--- src/window_switch_request_fsm_assert.svh ---
// Assertion macros for the window switch request machine.
// Included by the top level; depends on nothing else.
`ifndef WINDOW_SWITCH_REQUEST_FSM_ASSERT_SVH
`define WINDOW_SWITCH_REQUEST_FSM_ASSERT_SVH

// Checks that the consequent holds in the same cycle as the antecedent.
`define WSR_ASSERT_SAME(label, clk, rst, ante, cons) \
  label: assert property (@(posedge clk) disable iff (rst) (ante) |-> (cons)) \
    else $error("window switch request check failed");

// Checks that the consequent holds in the cycle after the antecedent.
`define WSR_ASSERT_NEXT(label, clk, rst, ante, cons) \
  label: assert property (@(posedge clk) disable iff (rst) (ante) |=> (cons)) \
    else $error("window switch request check failed");

`endif

--- src/wsr_pkg.sv ---
// Shared types and codes for the window switch request machine.
// Depends on nothing; every other file but the assertion macro header imports it.
package wsr_pkg;

  localparam int unsigned SIG_W = 3;

  localparam logic [SIG_W-1:0] SIG_NONE        = 3'd0;
  localparam logic [SIG_W-1:0] SIG_AUTO_UP     = 3'd1;
  localparam logic [SIG_W-1:0] SIG_AUTO_DOWN   = 3'd2;
  localparam logic [SIG_W-1:0] SIG_MANUAL_UP   = 3'd3;
  localparam logic [SIG_W-1:0] SIG_MANUAL_DOWN = 3'd4;

  // Positions of the latched trigger flags, highest priority first.
  localparam int unsigned PEND_UP_BUTTON   = 0;
  localparam int unsigned PEND_DOWN_BUTTON = 1;
  localparam int unsigned PEND_SLIDE_UP    = 2;
  localparam int unsigned PEND_SLIDE_DOWN  = 3;
  localparam int unsigned PEND_W           = 4;

  typedef struct packed {
    logic up_button_trigger;
    logic down_button_trigger;
    logic slide_up_trigger;
    logic slide_down_trigger;
    logic long_press;
    logic up_button_held;
    logic down_button_held;
    logic slide_held;
  } wsr_item_t;

  // Contents of the input register as seen by the request logic.
  typedef struct packed {
    logic      valid;
    wsr_item_t item;
  } wsr_stage_t;

endpackage

--- src/wsr_ifs.sv ---
// Handshake channels for the window switch request machine.
// Depends on wsr_pkg for the request code width.
interface wsr_trig_if;
  logic valid;
  logic ready;
  logic up_button_trigger;
  logic down_button_trigger;
  logic slide_up_trigger;
  logic slide_down_trigger;
  logic long_press;
  logic up_button_held;
  logic down_button_held;
  logic slide_held;

  modport source (
    output valid, up_button_trigger, down_button_trigger, slide_up_trigger,
           slide_down_trigger, long_press, up_button_held, down_button_held,
           slide_held,
    input  ready
  );
  modport sink (
    input  valid, up_button_trigger, down_button_trigger, slide_up_trigger,
           slide_down_trigger, long_press, up_button_held, down_button_held,
           slide_held,
    output ready
  );
endinterface

interface wsr_result_if;
  import wsr_pkg::*;
  logic             valid;
  logic             ready;
  logic [SIG_W-1:0] request_signal;
  logic             report_valid;

  modport source (output valid, request_signal, report_valid, input ready);
  modport sink (input valid, request_signal, report_valid, output ready);
endinterface

--- src/wsr_in_reg.sv ---
// Input register of the window switch request machine.
// Depends on wsr_pkg and the wsr_trig_if channel.
module wsr_in_reg (
  input  logic                clk,
  input  logic                rst,
  wsr_trig_if.sink            trig,
  input  logic                take,
  output wsr_pkg::wsr_stage_t stage
);
  import wsr_pkg::*;

  // The register frees up in the same cycle that its contents are consumed.
  assign trig.ready = !stage.valid || take;

  always_ff @(posedge clk) begin
    if (rst) begin
      stage.valid <= 1'b0;
    end else if (trig.valid && trig.ready) begin
      stage.valid                    <= 1'b1;
      stage.item.up_button_trigger   <= trig.up_button_trigger;
      stage.item.down_button_trigger <= trig.down_button_trigger;
      stage.item.slide_up_trigger    <= trig.slide_up_trigger;
      stage.item.slide_down_trigger  <= trig.slide_down_trigger;
      stage.item.long_press          <= trig.long_press;
      stage.item.up_button_held      <= trig.up_button_held;
      stage.item.down_button_held    <= trig.down_button_held;
      stage.item.slide_held          <= trig.slide_held;
    end else if (take) begin
      stage.valid <= 1'b0;
    end
  end

endmodule

--- src/wsr_fsm.sv ---
// Request state machine and result register of the window switch request machine.
// Depends on wsr_pkg and the wsr_result_if channel.
module wsr_fsm (
  input  logic                clk,
  input  logic                rst,
  input  wsr_pkg::wsr_stage_t stage,
  output logic                take,
  wsr_result_if.source        result
);
  import wsr_pkg::*;

  typedef enum logic [1:0] {
    MODE_IDLE   = 2'd0,
    MODE_BUTTON = 2'd1,
    MODE_SLIDE  = 2'd2
  } mode_t;

  mode_t             mode;
  mode_t             mode_next;
  logic [SIG_W-1:0]  cur_sig;
  logic [SIG_W-1:0]  cur_sig_next;
  logic [PEND_W-1:0] pending;
  logic [PEND_W-1:0] pending_next;
  logic              report;

  assign take = stage.valid && (!result.valid || result.ready);

  always_comb begin
    mode_next    = mode;
    cur_sig_next = cur_sig;
    report       = 1'b0;
    pending_next = pending;
    pending_next[PEND_UP_BUTTON]   = pending[PEND_UP_BUTTON]   | stage.item.up_button_trigger;
    pending_next[PEND_DOWN_BUTTON] = pending[PEND_DOWN_BUTTON] | stage.item.down_button_trigger;
    pending_next[PEND_SLIDE_UP]    = pending[PEND_SLIDE_UP]    | stage.item.slide_up_trigger;
    pending_next[PEND_SLIDE_DOWN]  = pending[PEND_SLIDE_DOWN]  | stage.item.slide_down_trigger;

    case (mode)
      MODE_IDLE: begin
        cur_sig_next = SIG_NONE;
        report       = |pending_next;
        if (pending_next[PEND_UP_BUTTON]) begin
          pending_next[PEND_UP_BUTTON] = 1'b0;
          cur_sig_next = stage.item.long_press ? SIG_MANUAL_UP : SIG_AUTO_UP;
          if (stage.item.long_press) mode_next = MODE_BUTTON;
        end else if (pending_next[PEND_DOWN_BUTTON]) begin
          pending_next[PEND_DOWN_BUTTON] = 1'b0;
          cur_sig_next = stage.item.long_press ? SIG_MANUAL_DOWN : SIG_AUTO_DOWN;
          if (stage.item.long_press) mode_next = MODE_BUTTON;
        end else if (pending_next[PEND_SLIDE_UP]) begin
          pending_next[PEND_SLIDE_UP] = 1'b0;
          cur_sig_next = stage.item.long_press ? SIG_MANUAL_UP : SIG_AUTO_UP;
          if (stage.item.long_press) mode_next = MODE_SLIDE;
        end else if (pending_next[PEND_SLIDE_DOWN]) begin
          pending_next[PEND_SLIDE_DOWN] = 1'b0;
          cur_sig_next = stage.item.long_press ? SIG_MANUAL_DOWN : SIG_AUTO_DOWN;
          if (stage.item.long_press) mode_next = MODE_SLIDE;
        end
      end
      MODE_BUTTON: begin
        // A button hold reports only while it carries a manual request.
        if (cur_sig == SIG_MANUAL_DOWN) begin
          report = 1'b1;
          if (!stage.item.down_button_held) mode_next = MODE_IDLE;
        end else if (cur_sig == SIG_MANUAL_UP) begin
          report = 1'b1;
          if (!stage.item.up_button_held) mode_next = MODE_IDLE;
        end
      end
      MODE_SLIDE: begin
        report = 1'b1;
        if (!stage.item.slide_held) mode_next = MODE_IDLE;
      end
      default: begin
        report = 1'b0;
      end
    endcase
  end

  always_ff @(posedge clk) begin
    if (rst) begin
      mode         <= MODE_IDLE;
      cur_sig      <= SIG_NONE;
      pending      <= '0;
      result.valid <= 1'b0;
    end else if (take) begin
      mode                  <= mode_next;
      cur_sig               <= cur_sig_next;
      pending               <= pending_next;
      result.valid          <= 1'b1;
      result.report_valid   <= report;
      result.request_signal <= report ? cur_sig_next : SIG_NONE;
    end else if (result.ready) begin
      result.valid <= 1'b0;
    end
  end

endmodule

--- src/window_switch_request_fsm.sv ---
// Top level of the window switch request machine.
// Depends on wsr_pkg, wsr_ifs, wsr_in_reg, wsr_fsm and the assertion macro header.

// The block turns touch-pad gestures into power-window requests, one tick per
// transaction on the trig channel and exactly one transaction on the result
// channel for each of them. Trigger pulses are latched as pending flags; in
// idle the highest-priority pending flag (button A, button B, slide up, slide
// down) is served, giving a manual request and a hold mode when long_press is
// set and a one-shot auto request otherwise. In a hold mode the manual request
// is reported every tick until the matching held level drops. When
// report_valid is low, request_signal reads as no request. Each transaction
// is captured in an input register at the edge that accepts it and its result
// is loaded into the result register once that register is free or being
// taken, so the input register and the result register lie between a
// transaction and its result. A new transaction is accepted every cycle while
// the result channel does not stall. A stalled result channel holds one result
// and one waiting input before trig.ready drops.
module window_switch_request_fsm (
  input logic          clk,
  input logic          rst,
  wsr_trig_if.sink     trig,
  wsr_result_if.source result
);
  import wsr_pkg::*;

`include "window_switch_request_fsm_assert.svh"

  wsr_stage_t stage;
  logic       take;

  wsr_in_reg u_in_reg (
    .clk   (clk),
    .rst   (rst),
    .trig  (trig),
    .take  (take),
    .stage (stage)
  );

  wsr_fsm u_fsm (
    .clk    (clk),
    .rst    (rst),
    .stage  (stage),
    .take   (take),
    .result (result)
  );

  // A result that is not reported must carry no request.
  `WSR_ASSERT_SAME(a_quiet_result, clk, rst,
    result.valid && !result.report_valid,
    result.request_signal == SIG_NONE)
  // A reported result always carries a real request code.
  `WSR_ASSERT_SAME(a_reported_code, clk, rst,
    result.valid && result.report_valid,
    result.request_signal != SIG_NONE && result.request_signal <= SIG_MANUAL_DOWN)
  // With the input register full and the result stalled, nothing more may enter.
  `WSR_ASSERT_SAME(a_backpressure, clk, rst,
    stage.valid && result.valid && !result.ready, !trig.ready)
  // An accepted transaction is always waiting in the input register next cycle.
  `WSR_ASSERT_NEXT(a_capture, clk, rst, trig.valid && trig.ready, stage.valid)

endmodule

--- src/flat_wrapper.sv ---
// flat-port wrapper written by rule: the top's interface ports become plain ports
module window_switch_request_fsm_flat import wsr_pkg::*;
  (clk, rst, trig_valid, trig_up_button_trigger, trig_down_button_trigger, trig_slide_up_trigger, trig_slide_down_trigger, trig_long_press, trig_up_button_held, trig_down_button_held, trig_slide_held, trig_ready, result_valid, result_request_signal, result_report_valid, result_ready);
  wsr_trig_if trig_i ();
  wsr_result_if result_i ();
  input logic clk;
  input logic rst;
  input wire logic [$bits(trig_i.valid)-1:0] trig_valid;
  input wire logic [$bits(trig_i.up_button_trigger)-1:0] trig_up_button_trigger;
  input wire logic [$bits(trig_i.down_button_trigger)-1:0] trig_down_button_trigger;
  input wire logic [$bits(trig_i.slide_up_trigger)-1:0] trig_slide_up_trigger;
  input wire logic [$bits(trig_i.slide_down_trigger)-1:0] trig_slide_down_trigger;
  input wire logic [$bits(trig_i.long_press)-1:0] trig_long_press;
  input wire logic [$bits(trig_i.up_button_held)-1:0] trig_up_button_held;
  input wire logic [$bits(trig_i.down_button_held)-1:0] trig_down_button_held;
  input wire logic [$bits(trig_i.slide_held)-1:0] trig_slide_held;
  output wire logic [$bits(trig_i.ready)-1:0] trig_ready;
  output wire logic [$bits(result_i.valid)-1:0] result_valid;
  output wire logic [$bits(result_i.request_signal)-1:0] result_request_signal;
  output wire logic [$bits(result_i.report_valid)-1:0] result_report_valid;
  input wire logic [$bits(result_i.ready)-1:0] result_ready;
  assign trig_i.valid = trig_valid;
  assign trig_i.up_button_trigger = trig_up_button_trigger;
  assign trig_i.down_button_trigger = trig_down_button_trigger;
  assign trig_i.slide_up_trigger = trig_slide_up_trigger;
  assign trig_i.slide_down_trigger = trig_slide_down_trigger;
  assign trig_i.long_press = trig_long_press;
  assign trig_i.up_button_held = trig_up_button_held;
  assign trig_i.down_button_held = trig_down_button_held;
  assign trig_i.slide_held = trig_slide_held;
  assign trig_ready = trig_i.ready;
  assign result_valid = result_i.valid;
  assign result_request_signal = result_i.request_signal;
  assign result_report_valid = result_i.report_valid;
  assign result_i.ready = result_ready;
  window_switch_request_fsm u_core (.clk(clk), .rst(rst), .trig(trig_i), .result(result_i));
endmodule
--- config.mk ---
export PLATFORM = sky130hd
export DESIGN_NAME = window_switch_request_fsm_flat
export DESIGN_NICKNAME = d
export VERILOG_FILES = /design/src/wsr_pkg.sv /design/src/wsr_ifs.sv /design/src/wsr_in_reg.sv /design/src/wsr_fsm.sv /design/src/window_switch_request_fsm.sv /design/src/flat_wrapper.sv
export VERILOG_INCLUDE_DIRS = /design/src /design/src/src
export SDC_FILE = /design/constraint.sdc
export NUM_CORES = 1
export LEC_CHECK = 0
export BUFFER_PORTS_ARGS = -buffer_cell sky130_fd_sc_hd__buf_2
export CAP_MARGIN = 0
export CORE_UTILIZATION = 40
export CTS_BUF_LIST = sky130_fd_sc_hd__clkbuf_4
export CTS_CLUSTER_DIAMETER = 120
export DETAILED_ROUTE_END_ITERATION = 16
export HOLD_SLACK_MARGIN = 0.03
export PLACE_DENSITY = 0.6
export RECOVER_POWER = 25
export SYNTH_ARGS = -nofsm -noshare
export SYNTH_HDL_FRONTEND = slang
export SYNTH_HIERARCHICAL = 1
export SYNTH_SLANG_ARGS = --single-unit
--- constraint.sdc ---
create_clock -name clk -period 2.1 [get_ports clk]
set_input_delay 0.42 -clock clk [delete_from_list [all_inputs] [get_ports clk]]
set_output_delay 0.42 -clock clk [all_outputs]
set_load 0.1 [all_outputs]
## Yosys cells after proc, flatten, opt, wreduce, memory -nomap -nowiden

Index checks and enable logic that the tools add are counted.

- Input port bits: 12
- Memory bits (read-only): 0
- Bits in writable memories: 0
- Latch bits: 0
- Register bits after elaboration: 23
- Output and inout port bits: 6
- Memories: 0
- Word-level logic and storage cells: 73

- Mux-type cells: 30
- Shift-type cells: 0
- $mul: 0
- Bitwise gates (word level): 5
- $add $sub $neg: 0
- Order comparisons: 0
- Eq/ne operators: 9
- Reduce and logical (&&, ||, !) cells: 14
- Div/mod/pow operators: 0

Operators by type and width:

| cell | number |
|---|---|
| 2-to-1 mux 2 bit | 13 |
| 2-to-1 mux 3 bit | 7 |
| inequality test 3 bit, second input constant | 3 |
| 2-to-1 mux 1 bit | 7 |
| AND reduction 7 bit | 1 |
| one-hot mux 2 bit (3 select lines) | 1 |
| inequality test 5 bit, second input constant | 1 |
| 2-to-1 mux 4 bit | 1 |
| bitwise OR 1 bit | 4 |
| AND reduction 2 bit | 2 |
| nonzero test 2 bit | 2 |
| OR reduction 4 bit | 1 |
| == test 3 x 2 -> 1 bit, second input constant | 1 |
| == test 3 bit, second input constant | 1 |
| one-hot mux 1 bit (3 select lines) | 1 |
| nonzero test 3 bit | 1 |
| == test 2 x 1 -> 1 bit, second input constant | 1 |
| == test 2 bit, second input constant | 1 |
| logical AND 1 bit | 2 |
| zero test 1 bit | 2 |
| zero test 2 bit | 1 |
| logical OR 1 bit | 2 |
| inequality test 2 bit, second input constant | 1 |
| inverter 1 bit | 1 |

## Longest topological paths before layout

- Depth in word-level cells: 6
- Depth in mapped cells: 8
- Mapped depth without buffers: 7

## By module

The synthesis kept the hierarchy.

Modules (own cells, without submodules):

| module | area an instance (sq um) | seq. area each (sq um) | times used | cells an instance |
|---|---|---|---|---|
| wsr_fsm | 800.8 | 320.3 | 1 | 85 |
| wsr_in_reg | 295.3 | 260.2 | 1 | 13 |

## Least setup slack after synthesis

No wires, ideal clock.

- Kind: register to register
- Start: register u_core.u_fsm.result.valid
- End: register u_core/u_in_reg/stage[0] (netlist name)
- Setup time: 0.370 ns
- Path buffers: 1
- Stages on the path, launching flop included: 6
- Setup slack: -0.299 ns
- Data required time: 1.730 ns
- Arrival time: 2.029 ns
- Period minus slack after synthesis: 2.399 ns
- Path through: dfxtp_1 > nand2b_1 > and2_1 > clkbuf_1 > nand2b_4 > nor3b_2

- Cells in the longest elaborated chain, start to end: 6

Ends and longest elaborated chain:

| item | RTL line | RTL |
|---|---|---|
| start, declared | wsr_ifs.sv:36 | `modport source (output valid, request_signal, report_valid, input ready);` |
| start signal, assigned | wsr_fsm.sv:85 | `result.valid <= 1'b0;` |
| start signal, assigned | wsr_fsm.sv:90 | `result.valid <= 1'b1;` |
| start signal, assigned | wsr_fsm.sv:94 | `result.valid <= 1'b0;` |
| zero test 1 bit | wsr_fsm.sv:26 | `assign take = stage.valid && (!result.valid \|\| result.ready);` |
| logical OR 1 bit | wsr_fsm.sv:26 |  |
| logical AND 1 bit | wsr_fsm.sv:26 |  |
| via u_core.take | window_switch_request_fsm.sv:29 | `logic take;` |
| logical OR 1 bit | wsr_in_reg.sv:13 | `assign trig.ready = !stage.valid \|\| take;` |
| via trig_ready | flat_wrapper.sv:17 | `output wire logic [$bits(trig_i.ready)-1:0] trig_ready;` |
| logical AND 1 bit | wsr_in_reg.sv:18 | `end else if (trig.valid && trig.ready) begin` |
| AND reduction 2 bit (no line) | -- |  |

The timed path passes the listed nets, and every way through them passes these cells.
A chain may end at the register's enable or synchronous reset.

## Worst setup path in the final report

- Start: register u_core.u_fsm.mode[0]
- End: register u_core.u_fsm.mode[1]

- Cells in the longest elaborated chain, start to end: 3
- Elaborated cells on any way between the ends: 11
- Classes of those cells: eq/ne: 7; mux: 1; reduce/logical: 3

Ends and longest elaborated chain:

| item | RTL line | RTL |
|---|---|---|
| start, declared | wsr_fsm.sv:18 | `mode_t mode;` |
| start signal, assigned | wsr_fsm.sv:87 | `mode <= mode_next;` |
| == test 2 x 1 -> 1 bit, or another cell as far along | wsr_fsm.sv:38 | `case (mode)` |
| inequality test 3 bit (no line), or another cell as far along | -- |  |
| AND reduction 7 bit (no line) | -- |  |

Parallel ways exist; a longest one is shown, timed or not.

==> results.tsv <==
metric	value	unit
path_buf_inv	1	
vdd_drop_max	398	µV
drtAntennaViolNets	0	
power_density	711	mW/mm²
hp-class	input pin to flip-flop	
synth_edf_count	12	
clkPwrFrac	22.5	%
dr.pass1.iters	4	
outcome	finished, final reports clean	
synth_cell_types	34	
multi_input_area	492	µm²
switching_power	267	µW
cts_tree	built	
synth_fp_nets	114	
start_util	43.5	%
syn_area_per_cell	11.2	µm²
synthFlopType	edfxtp_1	
pwr-share-comb	19.3	%
synth_area	0.00110	mm²
finalHoldViolations	0	
final_core_util	50.1	%
synth-seq-cells	23	
min_period_over_period	91.4	%
num_antenna_cells	0	
arrival	2.13	ns
regArea	582	µm²
areaGrowthSynthToFinish	15.4	%
fill_cells	239	
finalSetupTns	0	ns
hpwl	1600	µm
crit_path_top_delay_cell	dfxtp_2	
wl	2090	µm
relSlewSlack	58.3	%
portBuffers	17	
grt-ovfl-total	0	
dieArea	0.00295	mm²
final_max_slew_viol_count	0	
finalWeightedCongestion	0.870	
grt_first_pass_wirelength	3550	µm
fin_crit	1.92	ns
worstSetupStartpointType	flip-flop	
pwr-share-seq	58.2	%
intPower	633	µW
cp.required	2.31	ns
hold_buffers	0	
path_delay_family	compound AO/OA/AOI/OAI gates	
clockBufferDepth	2	
htreeDepth	1	
drive_above_1_share	25.9	%
gr-usage-all-layers	17.6	%
async_flop_share	0	%
cts-root-buf	clkbuf_4	
cts_made_buffers	3	
post-route-drc-count	0	
first_iter_violations	12	
worstSetupPathType	flip-flop to flip-flop	
finalSetupViolCount	0	
worstMarginPinSlew	0.624	ns
row_count	18	
crit_fanout	6	
endpoint_kind	flip-flop	
viasPerCell	5.56	
die_x	54.3	µm
grt_pass1_vias	774	
die_h	54.3	µm
drv_cap	0	
clock_latency	0.31	ns
ys_seq_area_share	53.0	%
cts.clk_slew.worst_paths	0.13	ns
slowest_delay	0.42	ns
sw_frac_of_total	29.7	%
grt_max_degree	14	
fin_nets	133	
post_cts_buffers	0	
antenna_found_initial	0	
max_freq	0.521	GHz
wl_per_cell	14.3	µm
total_leakage_power	0.494	nW
yosys_warnings	6	
syn_inst	98	
rsz0062_at_grt	no	
pin_count	18	
cts_sinks	23	
critical_path.cell_chain	inv_1, ha_1, a22oi_1, nand3_1, nor4_4, o21ai_1, a32o_2	
core	0.00252	mm²
via_count	812	
fin_skew	0.00789	ns
[metrics by stage]
step	instances	worst slack, ns	hold WS (ns)	power [mW]	instance area, µm²
finish	146	0.181	0.273	0.899	1260
global route	146	0.00775	0.238	0.955	1260
floorplan	98	0.0512	0.483	0.661	1100
detailed placement	142	0.128	0.497	0.705	1230
global placement	142	0.207	0.500	0.700	1230
CTS	146	0.0880	0.257	0.913	1260
[flip-flops by register name, indices dropped and copies added, names as in the netlist]
signal and cells:
u_core/u_fsm/mode 2, u_core/u_fsm/cur_sig 3, u_core/u_fsm/result.valid 1, u_core/u_in_reg/stage 9, u_core/u_fsm/pending 4, u_core/u_fsm/result.report_valid 1, u_core/u_fsm/result.request_signal 3
[timing repair]
action | in CTS | in global routing
endpoints found under the setup margin | 0 | 2
resized for setup | 0 | 2
hold endpoints to repair | 0 | 0
[routing by layer]
| metal | wire length [µm] | vias up | GRT usage (%) |
|---|---|---|---|
| met4 | 47 | 0 | 11.5 |
| met3 | 74 | 6 | 3.61 |
| met1 | 898 | 382 | 20.2 |
| li1 | - | 403 | - |
| met5 | 0 | - | 0 |
| met2 | 1070 | 21 | 29.5 |
[area by class of cell]
type                            instances  share of cell area, %
Clock inverter                          1                  0.396
Sequential cell                        23                   46.0
Clock buffer                            3                   1.78
Inverter                                6                   1.78
Tap cell                               30                   2.97
Multi-Input combinational cell         65                   38.9
Timing Repair Buffer                   18                   8.21
[worst paths after layout]
check                                        startpoint                       end  slack (ns)  depth (start not counted)
worst max-delay path               u_core/u_fsm/mode[0]      u_core/u_fsm/mode[1]        0.18                          7
worst min-delay path             trig_up_button_trigger  u_core/u_in_reg/stage[7]        0.27                          1
worst max register to register     u_core/u_fsm/mode[0]      u_core/u_fsm/mode[1]        0.18                          7
worst min register to register  u_core/u_fsm/pending[2]   u_core/u_fsm/pending[2]        0.52                          2
[power groups by stage]
stage	Combinational (mW)	Clock (mW)	Sequential (mW)
6_report	0.174	0.202	0.523
5_1_grt	0.189	0.239	0.528
4_1_cts	0.172	0.217	0.524
3_5_place_dp	0.172	0	0.534
3_3_place_gp	0.167	0	0.533
2_1_floorplan	0.0961	0	0.565
[cell families after synthesis]
logic type | count (synthesis) | share of synthesized area [%]
AO/OA/AOI/OAI | 22 | 12.4
adder cells (fa/ha/maj) | 4 | 4.57
buffers and inverters | 10 | 3.54
flip-flops | 23 | 53.0
multiplexers | 2 | 1.83
AND/OR/NAND/NOR | 37 | 24.7
[Yosys cell counts (2+ instances only)]
library cell,count,area [µm²]
edfxtp_1,12,360
a21oi_1,11,55.1
dfxtp_1,11,220
nor2_1,7,26.3
inv_1,6,22.5
a211oi_1,5,37.5
nor3_1,5,25.0
ha_1,4,50.1
nand3_1,4,20.0
clkbuf_1,3,11.3
nand2b_1,3,18.8
and3_1,2,12.5
mux2i_1,2,20.0
nor3b_1,2,15.0
nor4_2,2,25.0
[cell usage in the layout (no fill, tap or decap), drive strengths merged, types with 2 or more instances in the layout]
| cell | count |
|---|---|
| nand2b | 4 |
| nor2 | 7 |
| dfxtp | 11 |
| a211oi | 5 |
| clkbuf | 4 |
| nand3 | 4 |
| nor4 | 4 |
| and3 | 2 |
| mux2i | 2 |
| nor3b | 3 |
| inv | 6 |
| a21oi | 11 |
| buf | 17 |
| nor3 | 5 |
| edfxtp | 12 |
| o21ai | 2 |
| ha | 4 |
(Power assumes the default switching activity.)
